<file path="config.mk">
export PLATFORM = sky130hd
export DESIGN_NAME = fax_sample_to_pixel_resampler_flat
export DESIGN_NICKNAME = d
export VERILOG_FILES = /design/src/rtl/core/fsr_pkg.sv /design/src/rtl/core/fsr_in_if.sv /design/src/rtl/core/fsr_out_if.sv /design/src/rtl/core/fsr_avg_div.sv /design/src/rtl/core/fax_sample_to_pixel_resampler.sv /design/src/flat_wrapper.sv
export SDC_FILE = /design/constraint.sdc
export NUM_CORES = 2
export LEC_CHECK = 0
export BUFFER_PORTS_ARGS = -buffer_cell sky130_fd_sc_hd__buf_2
export CAP_MARGIN = 15
export CORE_MARGIN = 4
export CORE_UTILIZATION = 60
export DETAILED_ROUTE_END_ITERATION = 10
export GPL_TIMING_DRIVEN = 0
export PLACE_DENSITY_LB_ADDON = 0.05
export SYNTH_ARGS = -nofsm -noshare
export SYNTH_HDL_FRONTEND = slang
export SYNTH_HIERARCHICAL = 1
export SYNTH_SLANG_ARGS = --single-unit
</file>
<file path="constraint.sdc">
create_clock -name clk -period 9.8 [get_ports clk]
set_input_delay 0 -clock clk [delete_from_list [all_inputs] [get_ports clk]]
set_output_delay 0 -clock clk [all_outputs]
set_load 0.01 [all_outputs]
</file>
<file path="src/rtl/core/fsr_pkg.sv">
// Shared types and constants of the fax sample-to-pixel resampler.
package fsr_pkg;

  localparam int SAMPLE_W     = 8;
  localparam int COLUMN_W     = 11;
  localparam int ROW_W        = 16;
  localparam int VALUE_W      = 8;
  localparam int FORMAT_W     = 2;
  localparam int SPL_W        = 29;
  localparam int PPS_W        = 25;
  localparam int PPS_FRAC_BITS = 24;
  localparam int COUNT_W      = 32;
  localparam int ACCUM_W      = 48;
  localparam int SUM_W        = 20;
  localparam int CNT_W        = 12;
  localparam int QUOT_W       = 8;

  localparam int CFG_IDX_W    = 2;
  localparam int CFG_DATA_W   = 29;

  // register indexes
  localparam logic [CFG_IDX_W-1:0] REG_FORMAT    = 2'd0;
  localparam logic [CFG_IDX_W-1:0] REG_THRESHOLD = 2'd1;
  localparam logic [CFG_IDX_W-1:0] REG_SPL       = 2'd2;
  localparam logic [CFG_IDX_W-1:0] REG_PPS       = 2'd3;

  // output formats
  localparam logic [FORMAT_W-1:0] FMT_BIT  = 2'd0;
  localparam logic [FORMAT_W-1:0] FMT_GREY = 2'd1;
  localparam logic [FORMAT_W-1:0] FMT_INV  = 2'd2;

  localparam logic [FORMAT_W-1:0] FORMAT_RST    = FMT_GREY;
  localparam logic [VALUE_W-1:0]  THRESHOLD_RST = 8'd127;
  localparam logic [SPL_W-1:0]    SPL_RST       = 29'd262144000;
  localparam logic [PPS_W-1:0]    PPS_RST       = 25'd7591936;

  localparam logic [CNT_W-1:0] CNT_MAX = 12'd4095;
  localparam logic [ROW_W-1:0] ROW_MAX = 16'hFFFF;

  typedef struct packed {
    logic busy;
    logic done;
  } div_stat_t;

endpackage

</file>
<file path="src/rtl/core/fsr_in_if.sv">
// Sample channel: valid/ready handshake with sample and start flag.
interface fsr_in_if;
  logic                               valid;
  logic                               ready;
  logic [fsr_pkg::SAMPLE_W-1:0]       sample;
  logic                               start_image;

  modport source (output valid, output sample, output start_image, input ready);
  modport sink   (input valid, input sample, input start_image, output ready);
endinterface

</file>
<file path="src/rtl/core/fsr_out_if.sv">
// Pixel channel: valid/ready handshake with column, row and value.
interface fsr_out_if;
  logic                               valid;
  logic                               ready;
  logic [fsr_pkg::COLUMN_W-1:0]       pixel_column;
  logic [fsr_pkg::ROW_W-1:0]          pixel_row;
  logic [fsr_pkg::VALUE_W-1:0]        pixel_value;

  modport source (output valid, output pixel_column, output pixel_row, output pixel_value,
                  input ready);
  modport sink   (input valid, input pixel_column, input pixel_row, input pixel_value,
                  output ready);
endinterface

</file>
<file path="src/rtl/core/fsr_avg_div.sv">
// Iterative restoring divider for the column average, one quotient bit per cycle.
module fsr_avg_div (
  input  logic                          clk,
  input  logic                          rst,
  input  logic                          start,
  input  logic [fsr_pkg::SUM_W-1:0]     dividend,
  input  logic [fsr_pkg::CNT_W-1:0]     divisor,
  output fsr_pkg::div_stat_t            stat,
  output logic [fsr_pkg::QUOT_W-1:0]    quotient
);

  logic [fsr_pkg::SUM_W-1:0]  rem;
  logic [fsr_pkg::CNT_W-1:0]  dvs;
  logic [2:0]                 step;
  logic                       busy;
  logic                       done;
  logic [fsr_pkg::SUM_W-1:0]  trial;
  logic                       fits;

  // sum <= 255 * count, so the quotient fits in eight bits
  assign trial = fsr_pkg::SUM_W'(dvs) << step;
  assign fits  = rem >= trial;

  always_ff @(posedge clk) begin
    if (rst) begin
      busy <= 1'b0;
      done <= 1'b0;
      step <= 3'd0;
    end else begin
      done <= 1'b0;
      if (start) begin
        busy <= 1'b1;
        step <= 3'd7;
      end else if (busy) begin
        if (step == 3'd0) begin
          busy <= 1'b0;
          done <= 1'b1;
        end else begin
          step <= step - 3'd1;
        end
      end
    end
  end

  always_ff @(posedge clk) begin
    if (start) begin
      rem <= dividend;
      dvs <= divisor;
    end else if (busy) begin
      if (fits) begin
        rem <= rem - trial;
      end
      quotient[step] <= fits;
    end
  end

  assign stat.busy = busy;
  assign stat.done = done;

endmodule

</file>
<file path="src/rtl/core/fax_sample_to_pixel_resampler.sv">
// Top level of the fax sample-to-pixel resampler.
//
// smp carries one demodulated brightness sample per transaction, with a
// start_image flag that restarts line timing before that sample. pix carries
// finished pixels (column, row, value). cfg_we/cfg_index/cfg_data write the
// format, threshold, line length and pixel ratio registers; the user must
// write them only while idle, as the block does not enforce it.
//
// A sample runs through a small sequencer: accept, row check, line-end
// rounding, 32x25 column multiply, column compare. A sample that stays in its
// column or opens the first column then returns to idle. A sample that closes
// a column starts an 8-step divider for the average, then waits for the pixel
// register; its pixel is loaded there as the sequencer returns to idle.
// smp.ready is high only while the sequencer is idle.
//
// Reset restores the register defaults and clears all line timing, the row
// counter and the pixel valid flag. If the receiver stalls, the pixel waits in
// the output register; a later pixel holds the sequencer until it is taken.
module fax_sample_to_pixel_resampler #(
  parameter int LINE_PIXELS    = 2048,
  parameter int LINE_FRAC_BITS = 16
) (
  input  logic                              clk,
  input  logic                              rst,
  fsr_in_if.sink                            smp,
  fsr_out_if.source                         pix,
  input  logic                              cfg_we,
  input  logic [fsr_pkg::CFG_IDX_W-1:0]     cfg_index,
  input  logic [fsr_pkg::CFG_DATA_W-1:0]    cfg_data
);

  localparam int COL_W = $clog2(LINE_PIXELS);
  localparam int RND_W = fsr_pkg::ACCUM_W + 1 - LINE_FRAC_BITS;
  localparam int CMP_W = (RND_W > fsr_pkg::COUNT_W) ? RND_W : fsr_pkg::COUNT_W;
  localparam int PROD_W = fsr_pkg::COUNT_W + fsr_pkg::PPS_W;
  localparam int COLF_W = PROD_W - fsr_pkg::PPS_FRAC_BITS;
  localparam logic [COL_W-1:0] COL_LAST = COL_W'(LINE_PIXELS - 1);
  localparam logic [fsr_pkg::ACCUM_W:0] HALF_M1 =
    (fsr_pkg::ACCUM_W+1)'((64'd1 << (LINE_FRAC_BITS - 1)) - 64'd1);

  localparam logic [2:0] S_IDLE = 3'd0;
  localparam logic [2:0] S_ROW  = 3'd1;
  localparam logic [2:0] S_RND  = 3'd2;
  localparam logic [2:0] S_MUL  = 3'd3;
  localparam logic [2:0] S_COL  = 3'd4;
  localparam logic [2:0] S_DIV  = 3'd5;
  localparam logic [2:0] S_EMIT = 3'd6;

  // configuration
  logic [fsr_pkg::FORMAT_W-1:0] output_format;
  logic [fsr_pkg::VALUE_W-1:0]  bit_threshold;
  logic [fsr_pkg::SPL_W-1:0]    samples_per_line;
  logic [fsr_pkg::PPS_W-1:0]    pixels_per_sample;

  // line state
  logic [2:0]                   state;
  logic [fsr_pkg::COUNT_W-1:0]  line_sample_count;
  logic [fsr_pkg::COUNT_W-1:0]  line_start_sample;
  logic [fsr_pkg::ACCUM_W-1:0]  line_end_accum;
  logic [RND_W-1:0]             line_end_rounded;
  logic                         line_end_neg;      // rounded line end is -1
  logic [fsr_pkg::ROW_W-1:0]    current_row;
  logic [COL_W-1:0]             previous_column;
  logic [fsr_pkg::SUM_W-1:0]    brightness_sum;
  logic [fsr_pkg::CNT_W-1:0]    sum_count;

  // per-sample working registers
  logic [fsr_pkg::SAMPLE_W-1:0] sample_q;
  logic [fsr_pkg::COUNT_W-1:0]  offset;
  logic [PROD_W-1:0]            prod;
  logic [COL_W-1:0]             column_pend;

  // pixel register
  logic                         pix_valid;
  logic [fsr_pkg::COLUMN_W-1:0] pix_column;
  logic [fsr_pkg::ROW_W-1:0]    pix_row;
  logic [fsr_pkg::VALUE_W-1:0]  pix_value;

  logic                         accept;
  logic [fsr_pkg::COUNT_W-1:0]  count_base;
  logic                         new_row;
  logic [fsr_pkg::ACCUM_W:0]    accum_sum;
  logic [fsr_pkg::ACCUM_W:0]    round_sum;
  logic [COLF_W-1:0]            column_full;
  logic [COL_W-1:0]             column;
  logic                         div_start;
  fsr_pkg::div_stat_t           div_st;
  logic [fsr_pkg::QUOT_W-1:0]   average;
  logic [fsr_pkg::VALUE_W-1:0]  value;
  logic                         pix_free;

  assign smp.ready  = (state == S_IDLE);
  assign accept     = smp.valid && smp.ready;
  assign count_base = smp.start_image ? '0 : line_sample_count;

  assign new_row   = line_end_neg ||
                     (CMP_W'(line_sample_count) > CMP_W'(line_end_rounded));
  assign accum_sum = {1'b0, line_end_accum} + (fsr_pkg::ACCUM_W+1)'(samples_per_line);
  assign round_sum = {1'b0, line_end_accum} + HALF_M1;

  assign column_full = prod[PROD_W-1:fsr_pkg::PPS_FRAC_BITS];
  assign column = (column_full > COLF_W'(LINE_PIXELS - 1)) ? COL_LAST
                : column_full[COL_W-1:0];

  assign div_start = (state == S_COL) && (column != previous_column) && (sum_count != '0);
  assign pix_free  = !pix_valid || pix.ready;

  fsr_avg_div u_div (
    .clk      (clk),
    .rst      (rst),
    .start    (div_start),
    .dividend (brightness_sum),
    .divisor  (sum_count),
    .stat     (div_st),
    .quotient (average)
  );

  always_comb begin
    case (output_format)
      fsr_pkg::FMT_BIT: value = {7'd0, (average > bit_threshold)};
      fsr_pkg::FMT_INV: value = 8'd255 - average;
      default:          value = average;
    endcase
  end

  always_ff @(posedge clk) begin
    if (rst) begin
      output_format     <= fsr_pkg::FORMAT_RST;
      bit_threshold     <= fsr_pkg::THRESHOLD_RST;
      samples_per_line  <= fsr_pkg::SPL_RST;
      pixels_per_sample <= fsr_pkg::PPS_RST;
    end else if (cfg_we) begin
      case (cfg_index)
        fsr_pkg::REG_FORMAT:    output_format     <= cfg_data[fsr_pkg::FORMAT_W-1:0];
        fsr_pkg::REG_THRESHOLD: bit_threshold     <= cfg_data[fsr_pkg::VALUE_W-1:0];
        fsr_pkg::REG_SPL:       samples_per_line  <= cfg_data[fsr_pkg::SPL_W-1:0];
        fsr_pkg::REG_PPS:       pixels_per_sample <= cfg_data[fsr_pkg::PPS_W-1:0];
        default: ;
      endcase
    end
  end

  always_ff @(posedge clk) begin
    if (rst) begin
      state             <= S_IDLE;
      line_sample_count <= '0;
      line_start_sample <= '0;
      line_end_accum    <= '0;
      line_end_rounded  <= '0;
      line_end_neg      <= 1'b1;
      current_row       <= '0;
      previous_column   <= '0;
      brightness_sum    <= '0;
      sum_count         <= '0;
      pix_valid         <= 1'b0;
    end else begin
      if (pix_valid && pix.ready) begin
        pix_valid <= 1'b0;
      end
      case (state)
        S_IDLE: begin
          if (accept) begin
            if (smp.start_image) begin
              line_start_sample <= '0;
              line_end_accum    <= '0;
              line_end_neg      <= 1'b1;
              previous_column   <= '0;
              brightness_sum    <= '0;
              sum_count         <= '0;
            end
            line_sample_count <= (&count_base) ? count_base : count_base + 32'd1;
            state <= S_ROW;
          end
        end
        S_ROW: begin
          if (new_row) begin
            if (current_row != fsr_pkg::ROW_MAX) begin
              current_row <= current_row + 16'd1;
            end
            line_start_sample <= line_sample_count;
            line_end_accum    <= accum_sum[fsr_pkg::ACCUM_W] ? '1
                               : accum_sum[fsr_pkg::ACCUM_W-1:0];
            brightness_sum    <= '0;
            sum_count         <= '0;
          end
          state <= S_RND;
        end
        S_RND: begin
          // an unchanged line end rounds to the same value, so this runs always
          line_end_rounded <= RND_W'(round_sum >> LINE_FRAC_BITS);
          line_end_neg     <= 1'b0;
          state <= S_MUL;
        end
        S_MUL: begin
          state <= S_COL;
        end
        S_COL: begin
          if (column == previous_column) begin
            if (sum_count != fsr_pkg::CNT_MAX) begin
              brightness_sum <= brightness_sum + fsr_pkg::SUM_W'(sample_q);
              sum_count      <= sum_count + 12'd1;
            end
            state <= S_IDLE;
          end else if (sum_count != '0) begin
            state <= S_DIV;
          end else begin
            previous_column <= column;
            brightness_sum  <= fsr_pkg::SUM_W'(sample_q);
            sum_count       <= 12'd1;
            state <= S_IDLE;
          end
        end
        S_DIV: begin
          if (div_st.done) begin
            state <= S_EMIT;
          end
        end
        S_EMIT: begin
          if (pix_free) begin
            pix_valid       <= 1'b1;
            previous_column <= column_pend;
            brightness_sum  <= fsr_pkg::SUM_W'(sample_q);
            sum_count       <= 12'd1;
            state <= S_IDLE;
          end
        end
        default: state <= S_IDLE;
      endcase
    end
  end

  // datapath registers, no reset
  always_ff @(posedge clk) begin
    if (accept) begin
      sample_q <= smp.sample;
    end
    if (state == S_RND) begin
      offset <= line_sample_count - line_start_sample;
    end
    if (state == S_MUL) begin
      prod <= {{fsr_pkg::PPS_W{1'b0}}, offset} * {{fsr_pkg::COUNT_W{1'b0}}, pixels_per_sample};
    end
    if (div_start) begin
      column_pend <= column;
    end
    if (state == S_EMIT && pix_free) begin
      pix_column <= fsr_pkg::COLUMN_W'(previous_column);
      pix_row    <= current_row;
      pix_value  <= value;
    end
  end

  assign pix.valid        = pix_valid;
  assign pix.pixel_column = pix_column;
  assign pix.pixel_row    = pix_row;
  assign pix.pixel_value  = pix_value;

`ifndef NO_ASSERTIONS
  a_sum_bound: assert property (@(posedge clk) disable iff (rst)
    brightness_sum <= fsr_pkg::SUM_W'(sum_count) * 20'd255)
    else $error("brightness sum exceeds 255 per counted sample");

  a_div_done_state: assert property (@(posedge clk) disable iff (rst)
    div_st.done |-> state == S_DIV)
    else $error("divider finished outside the divide step");

  a_row_monotonic: assert property (@(posedge clk) disable iff (rst)
    1'b1 |=> current_row >= $past(current_row))
    else $error("row counter went backward");
`endif

endmodule
</file>
<file path="src/flat_wrapper.sv">
// flat-port wrapper written by rule: the top's interface ports become plain ports
module fax_sample_to_pixel_resampler_flat 
#(
  parameter int LINE_PIXELS    = 2048,
  parameter int LINE_FRAC_BITS = 16
)
  (clk, rst, cfg_we, cfg_index, cfg_data, smp_valid, smp_sample, smp_start_image, smp_ready, pix_valid, pix_pixel_column, pix_pixel_row, pix_pixel_value, pix_ready);
  fsr_in_if smp_i ();
  fsr_out_if pix_i ();
  input  logic clk;
  input  logic rst;
  input  logic cfg_we;
  input  logic [fsr_pkg::CFG_IDX_W-1:0] cfg_index;
  input  logic [fsr_pkg::CFG_DATA_W-1:0] cfg_data;
  input wire logic [$bits(smp_i.valid)-1:0] smp_valid;
  input wire logic [$bits(smp_i.sample)-1:0] smp_sample;
  input wire logic [$bits(smp_i.start_image)-1:0] smp_start_image;
  output wire logic [$bits(smp_i.ready)-1:0] smp_ready;
  output wire logic [$bits(pix_i.valid)-1:0] pix_valid;
  output wire logic [$bits(pix_i.pixel_column)-1:0] pix_pixel_column;
  output wire logic [$bits(pix_i.pixel_row)-1:0] pix_pixel_row;
  output wire logic [$bits(pix_i.pixel_value)-1:0] pix_pixel_value;
  input wire logic [$bits(pix_i.ready)-1:0] pix_ready;
  assign smp_i.valid = smp_valid;
  assign smp_i.sample = smp_sample;
  assign smp_i.start_image = smp_start_image;
  assign smp_ready = smp_i.ready;
  assign pix_valid = pix_i.valid;
  assign pix_pixel_column = pix_i.pixel_column;
  assign pix_pixel_row = pix_i.pixel_row;
  assign pix_pixel_value = pix_i.pixel_value;
  assign pix_i.ready = pix_ready;
  fax_sample_to_pixel_resampler #(.LINE_PIXELS(LINE_PIXELS), .LINE_FRAC_BITS(LINE_FRAC_BITS)) u_core (.clk(clk), .rst(rst), .smp(smp_i), .pix(pix_i), .cfg_we(cfg_we), .cfg_index(cfg_index), .cfg_data(cfg_data));
endmodule
</file>
After elaboration in Yosys (flattened, before gate mapping):

Cells that the tools add are included.
Widths: inputs -> output; s select.

* output and inout bits: 37
* word-level logic and storage cells: 168
* register bits after elaboration: 461

* equal/unequal tests: 24
* reduce and logical (&&, ||, !) cells: 36
* order comparisons: 6
* mux-type cells: 60
* bitwise logic cells: 2
* shifts and indexed selects: 1
* multiply operators: 1
* add/subtract/negate cells: 10

Operators with widths (number)
* $mux 20: 10
* $mux 48: 4
* $mux 32: 5
* $pmux 48 s2: 1
* $mux 12: 7
* $pmux 20 s4: 1
* $mux 11: 6
* $pmux 32 s2: 1
* $mul 32x25->57: 1
* $add 48x15->49 const B: 1
* $add 48x29->49: 1
* $pmux 12 s4: 1
* $gt 32x33->1: 1
* $gt 33x11->1 const B: 1
* $pmux 11 s3: 1
* $add 32x1->32 const B: 1
* $reduce_and 32->1: 1
* $sub 32x32->32: 1
* $mux 3: 8
* $pmux 3 s7: 1
* $add 20x8->20: 1
* $ge 20x20->1: 1
* $shl 12x3->20: 1
* $sub 20x20->20: 1
* 40 further kinds: 82

Logic depth before layout (Yosys ltp):

* word-level depth: 7
* gate-level depth with buffers: 28
* depth with buffers taken out: 26

By module:

The synthesis kept the hierarchy.

By module, submodules not included
* fax_sample_to_pixel_resampler: cells each 5052, times used 1, area an instance 45187.1 um^2
* fsr_avg_div: cells each 330, times used 1, area an instance 3200.6 um^2

Worst setup path before layout:

OpenSTA, ideal clock, no wires.

* path type: register to register
* start point: register u_core/offset[18] in the netlist's numbering
* end point: register u_core.prod[41], data pin
* buffers on the path: 1
* setup slack: 2.858 ns
* data required time: 9.536 ns
* data arrival time: 6.679 ns
* clock period less this slack: 6.942 ns
* cell stages (with the launch flop): 26
* setup time: 0.264 ns
* path through: edfxtp_1 > clkbuf_1 > nand2_1 > fa_1 > inv_1 > fa_1 > inv_1 > fa_1 > fa_1 > inv_1 > fa_1 > fa_1 > inv_1 > fa_1 > inv_1 > ha_1 > a21oi_1 > o21ai_0 > a2111oi_0 > nand3_1 > o2111ai_1 > a21oi_1 > nand4b_1 > a31o_2 > a221oi_1 > xnor2_1

* longest elaborated chain between the ends: 1

RTL lines
* start: declaration: line fax_sample_to_pixel_resampler.sv:69 `logic [fsr_pkg::COUNT_W-1:0] offset;`
* start signal: assignment: line fax_sample_to_pixel_resampler.sv:238 `offset <= line_sample_count - line_start_sample;`
* $mul 32x25->57: line fax_sample_to_pixel_resampler.sv:241 `prod <= {{fsr_pkg::PPS_W{1'b0}}, offset} * {{fsr_pkg::COUNT_W{1'b0}}, pixels_per_sample};`
* end signal: assignment: line fax_sample_to_pixel_resampler.sv:241
* end: declaration: line fax_sample_to_pixel_resampler.sv:70 `logic [PROD_W-1:0] prod;`

Every way passes these cells.
A chain may end at the register's enable or synchronous reset.

Final worst setup path:

* start point: register u_core/pixels_per_sample[2] in the netlist's numbering
* end point: register u_core.prod[48], data pin

* longest elaborated chain between the ends: 1

RTL lines
* start: declaration: line fax_sample_to_pixel_resampler.sv:53 `logic [fsr_pkg::PPS_W-1:0] pixels_per_sample;`
* start signal: assignment: line fax_sample_to_pixel_resampler.sv:131 `pixels_per_sample <= fsr_pkg::PPS_RST;`
* start signal: assignment: line fax_sample_to_pixel_resampler.sv:137 `fsr_pkg::REG_PPS: pixels_per_sample <= cfg_data[fsr_pkg::PPS_W-1:0];`
* $mul 32x25->57: line fax_sample_to_pixel_resampler.sv:241

Every way passes these cells.

==> metrics.json <==
{
  "ant_nets": 0,
  "min_period_over_period_pct": 96.3,
  "worst_clock_skew_ns": 0.0665,
  "worstMarginPinSlew_ns": 1.23,
  "critPathMaxFanout": 10,
  "grt_antenna_before_repair": 8,
  "filler_cell_count": 6797,
  "timing.critical_path.required_ns": 10.16,
  "clock_tree_root_driver_cell": "clkbuf_16",
  "synthesis.yosys.warnings": 6,
  "syn_avg_cell_area_sq_um": 8.99,
  "routabilityCongestion": 1.00,
  "worst_skew_pair.late_latency_ns": 0.63,
  "layout-drive-gt1-share_pct": 4.41,
  "wl_per_cell_um": 23.3,
  "hold_path_startpoint": "smp_start_image",
  "area_delta_synth_final_pct": 8.18,
  "syn_nets": 6438,
  "htreeDepth": 2,
  "critPathKind": "reg2reg",
  "crit_buf_inv": 5,
  "area_of_the_mapped_netlist_sq_um": 48400,
  "timing.final.max_slew_violations": 0,
  "critical_path.cell_chain": "clkbuf_1 > and2_1 > fa_1 > fa_1 > inv_1 > fa_1 > fa_1 > inv_1 > fa_1 > fa_1 > inv_1 > fa_1 > inv_1 > ha_1 > and3_1 > nand3_1 > a21oi_1 > o2111ai_1 > a211oi_1 > nor2b_1 > o31ai_1 > a21oi_1 > xnor2_1",
  "fin_tns_setup_ns": 0,
  "critical_path.endpoint_type": "register",
  "place_hpwl_um": 123000,
  "ir_worst_vdd_mv": 0.808,
  "timing.hold.worst_endpoint": "u_core/line_sample_count[6]",
  "share_of_the_core_filled_with_cells_pct": 65.8,
  "number_of_drc_markers_in_iteration_0": 3426,
  "post_cts_buffers": 0,
  "drc_errors": 0,
  "outcome": "finished clean",
  "viasPerCell": 5.89,
  "syn-instance-count": 5381,
  "floorplan.die_area_sq_um": 85200,
  "r2r-start": "u_core/pixels_per_sample[2]",
  "whs_path_depth": 5,
  "timing.critical_path.slowest_cell_delay_ns": 0.82,
  "clkSinkCount": 437,
  "critical-path-top-cell-by-count": "fa_1",
  "grt_max_degree": 36,
  "gr-total-overflow": 0,
  "layout_common_cells": "inv_1, nand2_1, fa_1",
  "p_leak_nw": 23.7,
  "drt_pass1_iterations": 6,
  "period_needed_ns": 9.44,
  "design.final.nets": 6618,
  "worst_r2r_endpoint": "u_core/prod[48]",
  "final.hold.worst_slack_ns": 0.0399,
  "normalized_max_slew_margin_pct": 17.6,
  "pin_count": 82,
  "critPathLaunchType": "register",
  "first_pass_grt_wire_length_um": 236000,
  "critical-path-top-delay-family": "adder cells",
  "cts_made_buffers": 48,
  "power.density_cell_area_nw_per_um2": 331,
  "floorplan.rows": 103,
  "cts_repair_resized_insts": 0,
  "global_route.usage.total_pct": 36.4,
  "cp_slowest_cell": "a211oi_1",
  "path_clk_slew_ns": 0.07,
  "core_area_sq_um": 79500,
  "route.vias.total": 39200,
  "number_of_global_route_vias_before_repair": 39400,
  "port-buffer-count": 81,
  "hold_viol": 0,
  "rsz0062_at_grt": "no",
  "timing.hold.worst.class": "in2reg",
  "timing.max_cap.violations": 0,
  "layout.cells.most_common": "inv_1",
  "clock_path_buffers": 3,
  "wirelength_um": 155000,
  "achievable-frequency_mhz": 106,
  "initial_standard_cell_utilization_of_the_core_pct": 60.8,
  "clock_tree_from_tritoncts": "yes",
  "height_of_the_chip_um": 292,
  "rr_worst_depth": 23,
  "cp.arrival_ns": 9.80,
  "reg2reg_setup_slack_ns": 0.36,
  "die_span_x_um": 292,
  "setup_violations": 0
}
==> flip-flops by register name, summed over array words and instances (netlist names), 12 cells and up <==
| name | count |
|---|---|
| u_core/brightness_sum | 20 |
| u_core/current_row | 16 |
| u_core/line_end_accum | 48 |
| u_core/line_end_rounded | 33 |
| u_core/line_sample_count | 32 |
| u_core/line_start_sample | 32 |
| u_core/offset | 32 |
| u_core/pix.pixel_row | 16 |
| u_core/pixels_per_sample | 25 |
| u_core/prod | 33 |
| u_core/samples_per_line | 29 |
| u_core/sum_count | 12 |
| u_core/u_div/dvs | 12 |
| u_core/u_div/rem | 20 |
==> report_power, final <==
group / switching, mW / total (mW) / internal [mW]
sequential: 0.108 / 2.56 / 2.45
combinational: 8.20 / 12.8 / 4.61
clock: 0.831 / 1.97 / 1.14
total: 9.14 / 17.3 / 8.20
==> per-stage QoR <==
stage	total power, mW	setup WS (ns)	cell area [sq um]	std cells
finish	17.3	0.362	52300	6654
global route	18.8	0.217	52300	6652
CTS	17.3	0.563	52300	6650
detailed placement	15.2	0.625	50100	6514
global placement	15.1	-0.0292	50100	6512
floorplan	10.7	2.86	48400	5381
==> how the worst max path moves through the flow <==
stage / slack [ns] / startpoint / to / cells past startpoint
detailed placement: 0.63 / u_core/pixels_per_sample[2] / u_core/prod[50] / 24
finish: 0.36 / u_core/pixels_per_sample[2] / u_core/prod[48] / 23
global route: 0.22 / u_core/pixels_per_sample[2] / u_core/prod[50] / 24
floorplan: 2.86 / u_core/offset[18] / u_core/prod[41] / 25
CTS: 0.56 / u_core/pixels_per_sample[2] / u_core/prod[50] / 24
global placement: -0.03 / u_core/pixels_per_sample[2] / u_core/prod[48] / 24
==> cell type report <==
type | count | area (sq um) | share of cell area, %
sequential | 437 | 10300 | 19.8
multi-input combinational | 3821 | 33700 | 64.4
buffer | 267 | 1100 | 2.10
clock buffer | 50 | 1220 | 2.33
inverter | 856 | 3210 | 6.14
timing repair buffer | 130 | 921 | 1.76
tap | 1050 | 1310 | 2.51
clock inverter | 40 | 494 | 0.944
antenna | 3 | 7.51 | 0.0143
==> metal layers <==
metal	track usage (%)	part of all wire [%]	wire length, um	vias to the layer above
met5	0	0.017	27	-
met4	18.1	6.1	9470	4
met3	8.20	9.8	15200	467
met2	58.0	45	70400	1886
met1	47.1	39	60200	19200
li1	-	-	-	17600
==> worst reg2reg max path, cell delays in order (launching register included) <==
cell       delay (ns)
dfxtp_1          0.67
clkbuf_1         0.74
and2_1           0.27
fa_1             0.46
fa_1             0.57
inv_1            0.06
fa_1             0.50
fa_1             0.52
inv_1            0.06
fa_1             0.49
fa_1             0.50
inv_1            0.05
fa_1             0.47
inv_1            0.04
ha_1             0.36
and3_1           0.21
nand3_1          0.24
a21oi_1          0.77
o2111ai_1        0.31
a211oi_1         0.82
nor2b_1          0.23
o31ai_1          0.54
a21oi_1          0.16
xnor2_1          0.14
==> what timing repair did <==
item,CTS,global route
hold buffers,46,0
endpoints found under the setup margin,0,0
endpoints found under the hold margin,80,0
No activity file was read; power rests on OpenSTA's default activity.
